===== src/rtl/tfp_pkg.sv =====
// Shared widths, constants, register indexes and types of the PD tape-follower steering block.
package tfp_pkg;

    localparam int ERR_W   = 7;
    localparam int MAG_W   = 6;
    localparam int SPEED_W = 16;
    localparam int TIME_W  = 32;
    localparam int KNOB_W  = 10;

    // Serial divider: dividend width and divisor width.
    localparam int DIV_NW = 36;
    localparam int DIV_DW = 32;

    // Serial multiplier: multiplicand width and multiplier width.
    localparam int MUL_AW = 38;
    localparam int MUL_BW = 15;

    // 2560000 = 4096 * 625: the power of two is a shift, the rest a serial division.
    localparam int CORR_SHIFT = 12;
    localparam int CORR_DIV   = 625;
    localparam int PROP_SHIFT = 14;

    localparam logic [1:0] CFG_ONE_SIDE = 2'd0;
    localparam logic [1:0] CFG_BOTH_OFF = 2'd1;
    localparam logic [1:0] CFG_BASE     = 2'd2;

    localparam logic [MAG_W-1:0]   ONE_SIDE_RESET = 6'd2;
    localparam logic [MAG_W-1:0]   BOTH_OFF_RESET = 6'd10;
    localparam logic [SPEED_W-1:0] BASE_RESET     = 16'd26214;

    typedef struct packed {
        logic busy;
        logic done;
    } tfp_unit_stat_t;

endpackage


===== src/rtl/tfp_serial_div.sv =====
// Restoring unsigned divider that produces one quotient bit per cycle.
module tfp_serial_div
    import tfp_pkg::*;
#(
    parameter int NW = DIV_NW,
    parameter int DW = DIV_DW
) (
    input  logic           aclk,
    input  logic           aresetn,
    input  logic           start,
    input  logic [NW-1:0]  dividend,
    input  logic [DW-1:0]  divisor,
    output logic [NW-1:0]  quotient,
    output tfp_unit_stat_t stat
);

    localparam int CW = (NW > 1) ? $clog2(NW) : 1;

    logic [NW-1:0] quo_reg, quo_next;
    logic [DW-1:0] rem_reg, rem_next;
    logic [DW-1:0] dvs_reg, dvs_next;
    logic [CW-1:0] cnt_reg, cnt_next;
    logic          busy_reg, busy_next;
    logic          done_reg, done_next;
    logic [DW:0]   shifted;
    logic [DW:0]   trial;

    assign shifted = {rem_reg, quo_reg[NW-1]};
    assign trial   = shifted - {1'b0, dvs_reg};

    always_comb begin
        quo_next  = quo_reg;
        rem_next  = rem_reg;
        dvs_next  = dvs_reg;
        cnt_next  = cnt_reg;
        busy_next = busy_reg;
        done_next = 1'b0;
        if (start) begin
            quo_next  = dividend;
            rem_next  = '0;
            dvs_next  = divisor;
            cnt_next  = '0;
            busy_next = 1'b1;
        end else if (busy_reg) begin
            if (!trial[DW]) begin
                rem_next = trial[DW-1:0];
                quo_next = {quo_reg[NW-2:0], 1'b1};
            end else begin
                rem_next = shifted[DW-1:0];
                quo_next = {quo_reg[NW-2:0], 1'b0};
            end
            cnt_next = cnt_reg + 1'b1;
            if (cnt_reg == CW'(NW - 1)) begin
                busy_next = 1'b0;
                done_next = 1'b1;
            end
        end
    end

    always_ff @(posedge aclk) begin
        if (!aresetn) begin
            busy_reg <= 1'b0;
            done_reg <= 1'b0;
            cnt_reg  <= '0;
        end else begin
            busy_reg <= busy_next;
            done_reg <= done_next;
            cnt_reg  <= cnt_next;
        end
        quo_reg <= quo_next;
        rem_reg <= rem_next;
        dvs_reg <= dvs_next;
    end

    assign quotient  = quo_reg;
    assign stat.busy = busy_reg;
    assign stat.done = done_reg;

endmodule


===== src/rtl/tfp_serial_mul.sv =====
// Shift-add unsigned multiplier that consumes one multiplier bit per cycle.
module tfp_serial_mul
    import tfp_pkg::*;
#(
    parameter int AW = MUL_AW,
    parameter int BW = MUL_BW
) (
    input  logic             aclk,
    input  logic             aresetn,
    input  logic             start,
    input  logic [AW-1:0]    mcand,
    input  logic [BW-1:0]    mplier,
    output logic [AW+BW-1:0] product,
    output tfp_unit_stat_t   stat
);

    localparam int CW = (BW > 1) ? $clog2(BW) : 1;

    logic [AW+BW-1:0] acc_reg, acc_next;
    logic [AW-1:0]    a_reg, a_next;
    logic [CW-1:0]    cnt_reg, cnt_next;
    logic             busy_reg, busy_next;
    logic             done_reg, done_next;
    logic [AW:0]      upper;

    assign upper = {1'b0, acc_reg[AW+BW-1:BW]} + (acc_reg[0] ? {1'b0, a_reg} : '0);

    always_comb begin
        acc_next  = acc_reg;
        a_next    = a_reg;
        cnt_next  = cnt_reg;
        busy_next = busy_reg;
        done_next = 1'b0;
        if (start) begin
            acc_next  = {{AW{1'b0}}, mplier};
            a_next    = mcand;
            cnt_next  = '0;
            busy_next = 1'b1;
        end else if (busy_reg) begin
            acc_next = {upper, acc_reg[BW-1:1]};
            cnt_next = cnt_reg + 1'b1;
            if (cnt_reg == CW'(BW - 1)) begin
                busy_next = 1'b0;
                done_next = 1'b1;
            end
        end
    end

    always_ff @(posedge aclk) begin
        if (!aresetn) begin
            busy_reg <= 1'b0;
            done_reg <= 1'b0;
            cnt_reg  <= '0;
        end else begin
            busy_reg <= busy_next;
            done_reg <= done_next;
            cnt_reg  <= cnt_next;
        end
        acc_reg <= acc_next;
        a_reg   <= a_next;
    end

    assign product   = acc_reg;
    assign stat.busy = busy_reg;
    assign stat.done = done_reg;

endmodule


===== src/rtl/tape_follow_pd_steering.sv =====
// Top level of the PD tape-follower steering block: error tracking, sequencer and output register.
// From input accept to result valid: a serial division of 36 quotient bits, three serial
// multiplications of 15 bits, a second division of 36 quotient bits, and the output load.
// A new item is accepted only in idle, so the shared serial divider and multiplier serve one
// item at a time; a finished result waits in the output register while the next item is accepted.
// Reset (aresetn low, synchronous): registers return to 2, 10 and 26214, history clears to zero.
module tape_follow_pd_steering
    import tfp_pkg::*;
(
    input  logic        aclk,
    input  logic        aresetn,
    input  logic        s_tvalid,
    output logic        s_tready,
    // left_on_tape[0], right_on_tape[1], now_ms[33:2], prop_knob[43:34],
    // deriv_knob[53:44], overall_knob[63:54], run_enable[64], zero fill
    input  logic [71:0] s_tdata,
    output logic        m_tvalid,
    input  logic        m_tready,
    // tape_error[6:0], left_speed[22:7], right_speed[38:23], motors_running[39]
    output logic [39:0] m_tdata,
    input  logic        cfg_valid,
    output logic        cfg_ready,
    input  logic [1:0]  cfg_index,
    input  logic [15:0] cfg_data
);

    localparam logic [2:0] ST_IDLE = 3'd0;
    localparam logic [2:0] ST_DIVD = 3'd1;
    localparam logic [2:0] ST_MULP = 3'd2;
    localparam logic [2:0] ST_MULD = 3'd3;
    localparam logic [2:0] ST_MULG = 3'd4;
    localparam logic [2:0] ST_DIVC = 3'd5;
    localparam logic [2:0] ST_DONE = 3'd6;

    localparam int SUM_W  = 40;
    localparam int DQ_W   = 24;
    localparam int CORR_W = 28;
    localparam int WIDE_W = 29;

    function automatic logic [SPEED_W-1:0] sat_speed(input logic signed [WIDE_W-1:0] v);
        logic [SPEED_W-1:0] r;
        if (v > WIDE_W'(32767)) begin
            r = 16'h7FFF;
        end else if (v < -WIDE_W'(32767)) begin
            r = 16'h8001;
        end else begin
            r = v[SPEED_W-1:0];
        end
        return r;
    endfunction

    logic [2:0] state_reg, state_next;
    logic       start_reg, start_next;

    logic [MAG_W-1:0]   one_side_reg;
    logic [MAG_W-1:0]   both_off_reg;
    logic [SPEED_W-1:0] base_reg;

    logic signed [ERR_W-1:0] prev_err_reg;
    logic [TIME_W-1:0]       prior_time_reg;
    logic [TIME_W-1:0]       latest_time_reg;

    logic signed [ERR_W-1:0]  err_reg;
    logic signed [ERR_W:0]    diff_reg;
    logic [TIME_W-1:0]        dt_reg;
    logic [KNOB_W-1:0]        kp_reg, kd_reg, gain_reg;
    logic                     run_reg;
    logic signed [DQ_W-1:0]   dq_reg, dq_next;
    logic signed [SUM_W-1:0]  sum_reg, sum_next;
    logic signed [CORR_W-1:0] corr_reg, corr_next;

    logic                     m_valid_reg, m_valid_next;
    logic [ERR_W-1:0]         out_err_reg;
    logic [SPEED_W-1:0]       out_left_reg, out_right_reg;
    logic                     out_run_reg;

    logic                     in_left, in_right, in_run;
    logic [TIME_W-1:0]        in_now;
    logic [KNOB_W-1:0]        in_kp, in_kd, in_gain;
    logic                     accept;
    logic signed [ERR_W-1:0]  err_cur;
    logic signed [ERR_W:0]    diff_cur;
    logic                     err_change;
    logic [TIME_W-1:0]        prior_sel;
    logic [TIME_W-1:0]        dt_raw;

    logic [ERR_W:0]           diff_neg;
    logic [ERR_W-1:0]         err_neg;
    logic [DQ_W-1:0]          dq_neg;
    logic [SUM_W-1:0]         sum_neg;
    logic [KNOB_W+4:0]        kd_scaled;
    logic [SUM_W-1:0]         p1_ext, p2_ext;
    logic [CORR_W-1:0]        q_corr;
    logic [DQ_W-1:0]          q_dq;
    logic signed [WIDE_W-1:0] base_wide, corr_wide, left_wide, right_wide;
    logic                     out_load;

    logic [DIV_NW-1:0]        div_n, div_q;
    logic [DIV_DW-1:0]        div_d;
    logic [MUL_AW-1:0]        mul_a;
    logic [MUL_BW-1:0]        mul_b;
    logic [MUL_AW+MUL_BW-1:0] mul_p;
    tfp_unit_stat_t           div_stat, mul_stat;

    assign in_left  = s_tdata[0];
    assign in_right = s_tdata[1];
    assign in_now   = s_tdata[33:2];
    assign in_kp    = s_tdata[43:34];
    assign in_kd    = s_tdata[53:44];
    assign in_gain  = s_tdata[63:54];
    assign in_run   = s_tdata[64];

    assign s_tready  = (state_reg == ST_IDLE);
    assign accept    = s_tvalid && s_tready;
    assign cfg_ready = 1'b1;

    always_comb begin
        if (in_left && in_right) begin
            err_cur = '0;
        end else if (in_right) begin
            err_cur = -$signed({1'b0, one_side_reg});
        end else if (in_left) begin
            err_cur = $signed({1'b0, one_side_reg});
        end else if (prev_err_reg < 0) begin
            err_cur = -$signed({1'b0, both_off_reg});
        end else begin
            err_cur = $signed({1'b0, both_off_reg});
        end
    end

    assign diff_cur   = $signed({err_cur[ERR_W-1], err_cur})
                      - $signed({prev_err_reg[ERR_W-1], prev_err_reg});
    assign err_change = (err_cur != prev_err_reg);
    assign prior_sel  = err_change ? latest_time_reg : prior_time_reg;
    assign dt_raw     = in_now - prior_sel;

    assign diff_neg  = -diff_reg;
    assign err_neg   = -err_reg;
    assign dq_neg    = -dq_reg;
    assign sum_neg   = -sum_reg;
    assign kd_scaled = {1'b0, kd_reg, 4'b0} + {2'b0, kd_reg, 3'b0} + {5'b0, kd_reg};

    always_comb begin
        div_n = '0;
        div_d = dt_reg;
        mul_a = '0;
        mul_b = '0;
        case (state_reg)
            ST_DIVD: begin
                div_n = {13'b0, (diff_reg[ERR_W] ? diff_neg[ERR_W-1:0] : diff_reg[ERR_W-1:0]),
                         16'b0};
                div_d = dt_reg;
            end
            ST_MULP: begin
                mul_a = {{(MUL_AW-ERR_W){1'b0}}, (err_reg[ERR_W-1] ? err_neg : err_reg)};
                mul_b = {{(MUL_BW-KNOB_W){1'b0}}, kp_reg};
            end
            ST_MULD: begin
                mul_a = {{(MUL_AW-DQ_W){1'b0}}, (dq_reg[DQ_W-1] ? dq_neg : dq_reg)};
                mul_b = kd_scaled;
            end
            ST_MULG: begin
                mul_a = sum_reg[SUM_W-1] ? sum_neg[MUL_AW-1:0] : sum_reg[MUL_AW-1:0];
                mul_b = {{(MUL_BW-KNOB_W){1'b0}}, gain_reg};
            end
            ST_DIVC: begin
                div_n = mul_p[DIV_NW+CORR_SHIFT-1:CORR_SHIFT];
                div_d = DIV_DW'(CORR_DIV);
            end
            default: begin
                div_n = '0;
            end
        endcase
    end

    tfp_serial_div #(
        .NW(DIV_NW),
        .DW(DIV_DW)
    ) u_div (
        .aclk     (aclk),
        .aresetn  (aresetn),
        .start    (start_reg && (state_reg == ST_DIVD || state_reg == ST_DIVC)),
        .dividend (div_n),
        .divisor  (div_d),
        .quotient (div_q),
        .stat     (div_stat)
    );

    tfp_serial_mul #(
        .AW(MUL_AW),
        .BW(MUL_BW)
    ) u_mul (
        .aclk    (aclk),
        .aresetn (aresetn),
        .start   (start_reg && (state_reg == ST_MULP || state_reg == ST_MULD ||
                                state_reg == ST_MULG)),
        .mcand   (mul_a),
        .mplier  (mul_b),
        .product (mul_p),
        .stat    (mul_stat)
    );

    assign q_dq   = {1'b0, div_q[DQ_W-2:0]};
    assign q_corr = {1'b0, div_q[CORR_W-2:0]};
    assign p1_ext = {{(SUM_W-16-PROP_SHIFT){1'b0}}, mul_p[15:0], {PROP_SHIFT{1'b0}}};
    assign p2_ext = {{(SUM_W-MUL_AW){1'b0}}, mul_p[MUL_AW-1:0]};

    assign base_wide  = {{(WIDE_W-SPEED_W){base_reg[SPEED_W-1]}}, base_reg};
    assign corr_wide  = {corr_reg[CORR_W-1], corr_reg};
    assign left_wide  = base_wide - corr_wide;
    assign right_wide = base_wide + corr_wide;
    assign out_load   = (state_reg == ST_DONE) && (!m_valid_reg || m_tready);

    always_comb begin
        state_next   = state_reg;
        start_next   = 1'b0;
        dq_next      = dq_reg;
        sum_next     = sum_reg;
        corr_next    = corr_reg;
        m_valid_next = m_valid_reg;
        if (m_valid_reg && m_tready) begin
            m_valid_next = 1'b0;
        end
        case (state_reg)
            ST_IDLE: begin
                if (accept) begin
                    state_next = ST_DIVD;
                    start_next = 1'b1;
                end
            end
            ST_DIVD: begin
                if (div_stat.done) begin
                    dq_next    = diff_reg[ERR_W] ? -$signed(q_dq) : $signed(q_dq);
                    state_next = ST_MULP;
                    start_next = 1'b1;
                end
            end
            ST_MULP: begin
                if (mul_stat.done) begin
                    sum_next   = err_reg[ERR_W-1] ? -$signed(p1_ext) : $signed(p1_ext);
                    state_next = ST_MULD;
                    start_next = 1'b1;
                end
            end
            ST_MULD: begin
                if (mul_stat.done) begin
                    sum_next   = sum_reg + (dq_reg[DQ_W-1] ? -$signed(p2_ext) : $signed(p2_ext));
                    state_next = ST_MULG;
                    start_next = 1'b1;
                end
            end
            ST_MULG: begin
                if (mul_stat.done) begin
                    state_next = ST_DIVC;
                    start_next = 1'b1;
                end
            end
            ST_DIVC: begin
                if (div_stat.done) begin
                    corr_next  = sum_reg[SUM_W-1] ? -$signed(q_corr) : $signed(q_corr);
                    state_next = ST_DONE;
                end
            end
            ST_DONE: begin
                if (out_load) begin
                    m_valid_next = 1'b1;
                    state_next   = ST_IDLE;
                end
            end
            default: begin
                state_next = ST_IDLE;
            end
        endcase
    end

    always_ff @(posedge aclk) begin
        if (!aresetn) begin
            state_reg       <= ST_IDLE;
            start_reg       <= 1'b0;
            m_valid_reg     <= 1'b0;
            one_side_reg    <= ONE_SIDE_RESET;
            both_off_reg    <= BOTH_OFF_RESET;
            base_reg        <= BASE_RESET;
            prev_err_reg    <= '0;
            prior_time_reg  <= '0;
            latest_time_reg <= '0;
        end else begin
            state_reg   <= state_next;
            start_reg   <= start_next;
            m_valid_reg <= m_valid_next;
            if (cfg_valid && cfg_ready) begin
                case (cfg_index)
                    CFG_ONE_SIDE: one_side_reg <= cfg_data[MAG_W-1:0];
                    CFG_BOTH_OFF: both_off_reg <= cfg_data[MAG_W-1:0];
                    CFG_BASE:     base_reg     <= cfg_data;
                    default:      base_reg     <= base_reg;
                endcase
            end
            if (accept) begin
                prev_err_reg <= err_cur;
                if (err_change) begin
                    prior_time_reg  <= latest_time_reg;
                    latest_time_reg <= in_now;
                end
            end
        end
        if (accept) begin
            err_reg  <= err_cur;
            diff_reg <= diff_cur;
            dt_reg   <= (dt_raw == '0) ? TIME_W'(1) : dt_raw;
            kp_reg   <= in_kp;
            kd_reg   <= in_kd;
            gain_reg <= in_gain;
            run_reg  <= in_run;
        end
        dq_reg   <= dq_next;
        sum_reg  <= sum_next;
        corr_reg <= corr_next;
        if (out_load) begin
            out_err_reg   <= err_reg;
            out_left_reg  <= run_reg ? sat_speed(left_wide) : '0;
            out_right_reg <= run_reg ? sat_speed(right_wide) : '0;
            out_run_reg   <= run_reg;
        end
    end

    assign m_tvalid = m_valid_reg;
    assign m_tdata  = {out_run_reg, out_right_reg, out_left_reg, out_err_reg};

    // An accepted item keeps the block busy for at least the following cycle.
    a_busy_after_accept: assert property (@(posedge aclk) disable iff (!aresetn)
        accept |=> !s_tready)
        else $error("input accepted on two consecutive cycles");

    // A stopped result always carries zero speeds.
    a_stopped_zero: assert property (@(posedge aclk) disable iff (!aresetn)
        (m_valid_reg && !out_run_reg) |-> (out_left_reg == '0 && out_right_reg == '0))
        else $error("nonzero speed with motors stopped");

    // Saturation never yields the most negative code.
    a_sat_range: assert property (@(posedge aclk) disable iff (!aresetn)
        m_valid_reg |-> (out_left_reg != 16'h8000 && out_right_reg != 16'h8000))
        else $error("speed outside saturation range");

    // The divider and multiplier are never active together.
    a_units_exclusive: assert property (@(posedge aclk) disable iff (!aresetn)
        !(div_stat.busy && mul_stat.busy))
        else $error("divider and multiplier busy at once");

endmodule


===== config.mk =====
export PLATFORM = sky130hd
export DESIGN_NAME = tape_follow_pd_steering
export DESIGN_NICKNAME = d
export VERILOG_FILES = /design/src/rtl/tfp_pkg.sv /design/src/rtl/tfp_serial_div.sv /design/src/rtl/tfp_serial_mul.sv /design/src/rtl/tape_follow_pd_steering.sv
export SDC_FILE = /design/constraint.sdc
export NUM_CORES = 2
export LEC_CHECK = 0
export BUFFER_PORTS_ARGS = -buffer_cell sky130_fd_sc_hd__buf_4
export CORE_UTILIZATION = 55
export CTS_BUF_LIST = sky130_fd_sc_hd__clkbuf_8
export CTS_CLUSTER_DIAMETER = 50
export DETAILED_ROUTE_END_ITERATION = 6
export PLACE_DENSITY = 0.81
export RECOVER_POWER = 100
export SLEW_MARGIN = 20
export SYNTH_ARGS = -nofsm -noshare
export SYNTH_HDL_FRONTEND = slang
export SYNTH_SLANG_ARGS = --single-unit
export TNS_END_PERCENT = 50

===== constraint.sdc =====
create_clock -name aclk -period 9.8 [get_ports aclk]
set_input_delay 1.96 -clock aclk [delete_from_list [all_inputs] [get_ports aclk]]
set_output_delay 1.96 -clock aclk [all_outputs]
set_load 0.1 [all_outputs]

Word level (Yosys, flattened, before mapping) --
Cells that the tools add are included.
Word-level totals: flip-flop bits (word level) 519, input bits 95, output and inout port bits 43
Operators by class: add/sub/neg operators 21, order comparisons 5, equality and inequality tests 18, multiplexer cells 53, bitwise gates (word level) 4, reductions and logical operators 32
Operator list (number):
- $mux 40 | 4
- $pmux 38 s3 | 1
- $pmux 40 s2 | 1
- $mux 38 | 2
- $mux 36 | 2
- $pmux 36 s2 | 1
- $mux 32 | 2
- $mux 15 | 4
- $gt 29x16->1 const B | 2
- $lt 29x16->1 const B | 2
- $pmux 15 s3 | 1
- $mux 7 | 6
- $add 40x40->40 | 1
- $neg 30->40 | 1
- $neg 38->40 | 1
- $add 38x38->39 | 1
- $neg 38->38 | 1
- $sub 33x32->33 | 1
- $logic_not 32->1 | 1
- $mux 16 | 2
- $sub 32x32->32 | 1
- $add 16x28->29 | 1
- $sub 16x28->29 | 1
- $neg 27->28 | 1
- 39 further kinds | 92

Depth between registers and ports, before layout --
word-level depth 9, gate-level depth with buffers 30, depth with buffers taken out 27

Cells and area by module --
From an unflattened synthesis, not the netlist that was laid out.
Unflattened totals: cells, all modules 3879, area, all modules 35589.1 µm²
By module, submodules not included:
- tape_follow_pd_steering | times used 1, cells an instance 2751, area an instance 23914.2 µm², seq. area each 8388.0 µm²
- tfp_serial_div | times used 1, cells an instance 564, area an instance 6055.8 µm², seq. area each 2842.7 µm²
- tfp_serial_mul | times used 1, cells an instance 564, area an instance 5619.1 µm², seq. area each 2472.4 µm²

Worst setup path after synthesis --
No wires, ideal clock.
path kind input to register, start point input s_tdata[0], end point register dt_reg[0] (data pin), arrival 7.629 ns, data required time 9.620 ns, setup slack 1.991 ns, stages on the path 27, path buffers 4, path through clkbuf_1 -> nand2b_1 -> nor2_1 -> o21ai_0 -> o21ai_0 -> ha_1 -> nand4_2 -> nor2_1 -> buf_4 -> buf_4 -> buf_1 -> nand2_1 -> nand2_1 -> ha_1 -> fa_1 -> nand2b_1 -> or3b_2 -> a2111oi_0 -> o21ai_0 -> or2_2 -> nand2_1 -> a211oi_1 -> nor2_1 -> xor2_1 -> or4_1 -> or4_1 -> o41ai_2
On the way: word-level cells in the longest chain between the ends 7, elaborated cells between the ends (all ways) 8
RTL lines:
- from (decl) | RTL line tape_follow_pd_steering.sv:16 | input logic [71:0] s_tdata,
- $mux 7 | RTL line tape_follow_pd_steering.sv:122 | end else if (in_left) begin
- $mux 7 | RTL line tape_follow_pd_steering.sv:120 | end else if (in_right) begin
- $mux 7 (*) | RTL line tape_follow_pd_steering.sv:118 | if (in_left && in_right) begin
- via err_cur[3] | RTL line tape_follow_pd_steering.sv:81 | logic signed [ERR_W-1:0] err_cur;
- $ne 7x7->1 (*) | RTL line tape_follow_pd_steering.sv:133 | assign err_change = (err_cur != prev_err_reg);
- $mux 32 (*)
- via prior_sel[0] | RTL line tape_follow_pd_steering.sv:84 | logic [TIME_W-1:0] prior_sel;
- $sub 32x32->32 (*) | RTL line tape_follow_pd_steering.sv:135 | assign dt_raw = in_now - prior_sel;
- $logic_not 32->1 | RTL line tape_follow_pd_steering.sv:310 | dt_reg <= (dt_raw == '0) ? TIME_W'(1) : dt_raw;
- to (signal assigned) | RTL line tape_follow_pd_steering.sv:310
- to (decl) | RTL line tape_follow_pd_steering.sv:65 | logic [TIME_W-1:0] dt_reg;
Mark *: on every way through the listed nets, which the timed path passes. The rest lies on a longest branch. A chain may end at the register's enable or synchronous reset.

Final worst setup path --
start point input s_tdata[1], end point register dt_reg[0] (data pin)
On the way: word-level cells in the longest chain between the ends 6, elaborated cells between the ends (all ways) 7
RTL lines (RTL line):
- $mux 7 / $logic_and 1x1->1 (equally long branches) | tape_follow_pd_steering.sv:120, tape_follow_pd_steering.sv:118
- $mux 7 (*) | tape_follow_pd_steering.sv:118
- via err_cur[4] | tape_follow_pd_steering.sv:81
- $ne 7x7->1 (*) | tape_follow_pd_steering.sv:133
- $mux 32 (*)
- via prior_sel[0] | tape_follow_pd_steering.sv:84
- $sub 32x32->32 (*) | tape_follow_pd_steering.sv:135
- $logic_not 32->1 | tape_follow_pd_steering.sv:310
Marks and branches as above.

==> impl_metrics.json <==
{
  "rows": 92,
  "drc": 0,
  "netlist_area_um2": 35000,
  "slew_headroom": -2.01,
  "power_frac_comb": 0.250,
  "p_leak_uw": 0.0152,
  "whs_ps": 469,
  "postCtsSetupRepairBufs": 0,
  "wl_um": 85300,
  "switching_share": 0.314,
  "clk_pin_slew_worst_paths_ps": 70,
  "fin_crit_ps": 8360,
  "wl_per_cell_um": 17.5,
  "ant_nets": 0,
  "grt_pass1_vias": 26500,
  "cts_sinks": 519,
  "gr-usage-all-layers": 0.261,
  "grt_overflow_total": 0,
  "critPathRequiredTime_ps": 10320,
  "initial_core_util": 0.555,
  "cp-startpoint": "s_tdata[1]",
  "r2r-start": "state_reg[0]",
  "cp.arrival_ps": 8880,
  "syn-num-nets": 4169,
  "finalCritPeriodShare": 0.853,
  "post_drt_via_cell_ratio": 5.90,
  "p_sw_uw": 2040,
  "async_flop_share": 0,
  "cts_tree": "done",
  "tightest_slew_ps": 4510,
  "status": "finished, violations left",
  "yosysSeqAreaShare": 0.392,
  "netlist_instances": 3851,
  "drt_pass1_iterations": 5,
  "pwr-share-clk": 0.341,
  "max-cap-violations": 17,
  "setup_viol": 0,
  "drv_slew": 817,
  "nets": 4257,
  "portBuffers": 129,
  "cts_hold_buf": 0,
  "die_x_um": 254,
  "syn_avg_cell_area_um2": 9.08,
  "p_int_uw": 4460,
  "hold_start": "prior_time_reg[26]",
  "reg2reg_slack_ps": 1780,
  "largest_reg_flops": 53,
  "fin_skew_ps": 64.5,
  "core_um2": 63000,
  "layout-drive-gt1-share": 0.0707,
  "endpoint_kind": "register",
  "mostFrequentLayoutCell": "nand2_1",
  "cts-root-buf": "clkbuf_8",
  "grt_start_max_net_pins": 90,
  "cp-start-kind": "input port",
  "ys_types": 102,
  "die_y_um": 254,
  "critPathMaxFanout": 28,
  "yosysWarnings": 0,
  "crit_type": "in -> reg",
  "gp_congestion": 0.971,
  "hold_viol": 0,
  "failed_checks": "capacitance limit, slew limit",
  "synth-edff-count": 331,
  "clock_latency_ps": 720,
  "synth_top_flop_cell": "edfxtp_1",
  "hpwl_um": 62400,
  "synthToLayoutAreaGrowth_pct": 9.51,
  "vias": 28700,
  "ctsHtreeMaxLevel": 3,
  "drtIter0Drc": 2366,
  "dieArea_um2": 64600,
  "seqPwrFrac": 0.408,
  "ys_ff_latch": 519,
  "mostFrequentLayoutCells": "nand2_1 (450), edfxtp_1 (331), nor2_1 (285)",
  "tns_ps": 0,
  "power.density_nw_per_um2": 170,
  "post_cts_resize_count": 0,
  "grt_pass1_wl_um": 137000,
  "cts.path.max_buffers": 3,
  "rsz0062_at_grt": "no",
  "peakVddDrop_v": 0.000148,
  "antenna_found_initial": 1,
  "max_freq_mhz": 120,
  "cts-buffers-inserted": 92,
  "hp-class": "reg -> reg",
  "ios": 138
}
path summary, 6_finish.rpt:
path / to / cells past startpoint
setup / recovery: dt_reg[0] / 25
setup reg to reg: latest_time_reg[29] / 8
hold reg to reg: prior_time_reg[26] / 2
hold / removal: prior_time_reg[26] / 2
cell usage after synthesis (10+ instances only):
| master | instances | area [µm²] |
|---|---|---|
| inv_1 | 192 | 721 |
| clkbuf_1 | 143 | 537 |
| fa_1 | 14 | 280 |
| o21a_1 | 29 | 218 |
| nor2b_1 | 62 | 388 |
| and2_1 | 86 | 538 |
| a211oi_1 | 32 | 240 |
| o21ai_0 | 221 | 1110 |
| o41ai_1 | 18 | 158 |
| o2111ai_1 | 10 | 87.6 |
| a31oi_1 | 20 | 125 |
| nand4_1 | 24 | 150 |
| and3_1 | 28 | 175 |
| o211ai_1 | 18 | 135 |
| a22o_1 | 35 | 307 |
| a21boi_0 | 87 | 653 |
| nand2_1 | 452 | 1700 |
| o21bai_1 | 41 | 308 |
| nand3_1 | 66 | 330 |
| ha_1 | 209 | 2620 |
| o22ai_1 | 29 | 181 |
| or4_1 | 25 | 188 |
| xor2_1 | 118 | 1030 |
| a21o_1 | 80 | 601 |
| nor3_1 | 49 | 245 |
| o31ai_1 | 41 | 308 |
| or2_2 | 14 | 87.6 |
| nor4b_1 | 12 | 105 |
| nor4_1 | 20 | 125 |
| maj3_1 | 13 | 130 |
| or3_1 | 61 | 382 |
| nor2_1 | 286 | 1070 |
| a21oi_1 | 251 | 1260 |
| dfxtp_1 | 188 | 3760 |
| nand2b_1 | 50 | 313 |
| mux2i_1 | 82 | 821 |
| edfxtp_1 | 331 | 9940 |
| xnor2_1 | 216 | 1890 |
| nor3b_1 | 10 | 75.1 |
per-stage QoR:
stage / instance area, µm² / std cells / worst slack, ps / utilization / power [µW]
floorplan: 35000 / 3851 / 1990 / - / 3930
global placement: 36600 / 4690 / 1570 / 0.581 / 4250
detailed placement: 36600 / 4691 / 1470 / 0.581 / 4300
CTS: 38600 / 4864 / 2200 / 0.614 / 6520
global route: 38300 / 4865 / 842 / 0.608 / 6830
finish: 38300 / 4865 / 1440 / 0.608 / 6500
power by group through the flow:
stage          Combinational (µW)  Clock (µW)  Sequential (µW)
6_report                     1630        2220             2660
5_1_grt                      1810        2350             2670
4_1_cts                      1620        2250             2650
3_5_place_dp                 1610           0             2690
3_3_place_gp                 1560           0             2690
2_1_floorplan                1300           0             2630
critical path, cell delays in order:
cell and delay, ps:
clkbuf_1 440, nand2b_1 240, o21ai_0 210, nand2_1 60
o21ai_0 180, ha_1 380, nand4_1 560, nor2_1 200
buf_4 330, nand2_1 130, nand2_1 60, ha_1 210
fa_1 420, nand2b_1 110, or3b_2 440, a2111oi_0 500
o21ai_0 240, or2_2 350, nand2_1 100, a211oi_1 80
nor2_1 280, xor2_1 140, or4_1 500, or4_1 470
o41ai_1 280
cells by family after synthesis:
logic type / share of synthesized area
compound gates: 0.191
xor+xnor: 0.0841
fa+ha+maj: 0.0865
buf+inv: 0.0400
flops: 0.392
mux: 0.0254
other cells: 0.000107
simple gates: 0.181
cell type report:
cell class                 instances  area (µm²)
fill                            5352       24700
timing repair buffer             157         947
inverter                         195         733
tap                              846        1060
multi-input combinational       2974       19800
clock inverter                    74         683
antenna                            1        2.50
clock buffer                      99        1360
sequential                       519       13700
layer usage:
layer  global-route usage  vias to the layer above  routed length [µm]
met2                0.415                      990               38200
met5                    0                        -                   0
met4               0.0824                        0                2190
met3               0.0412                      138                5990
li1                     -                    14000                   -
met1                0.366                    13500               39000
Power figures use the tool's default switching activity.
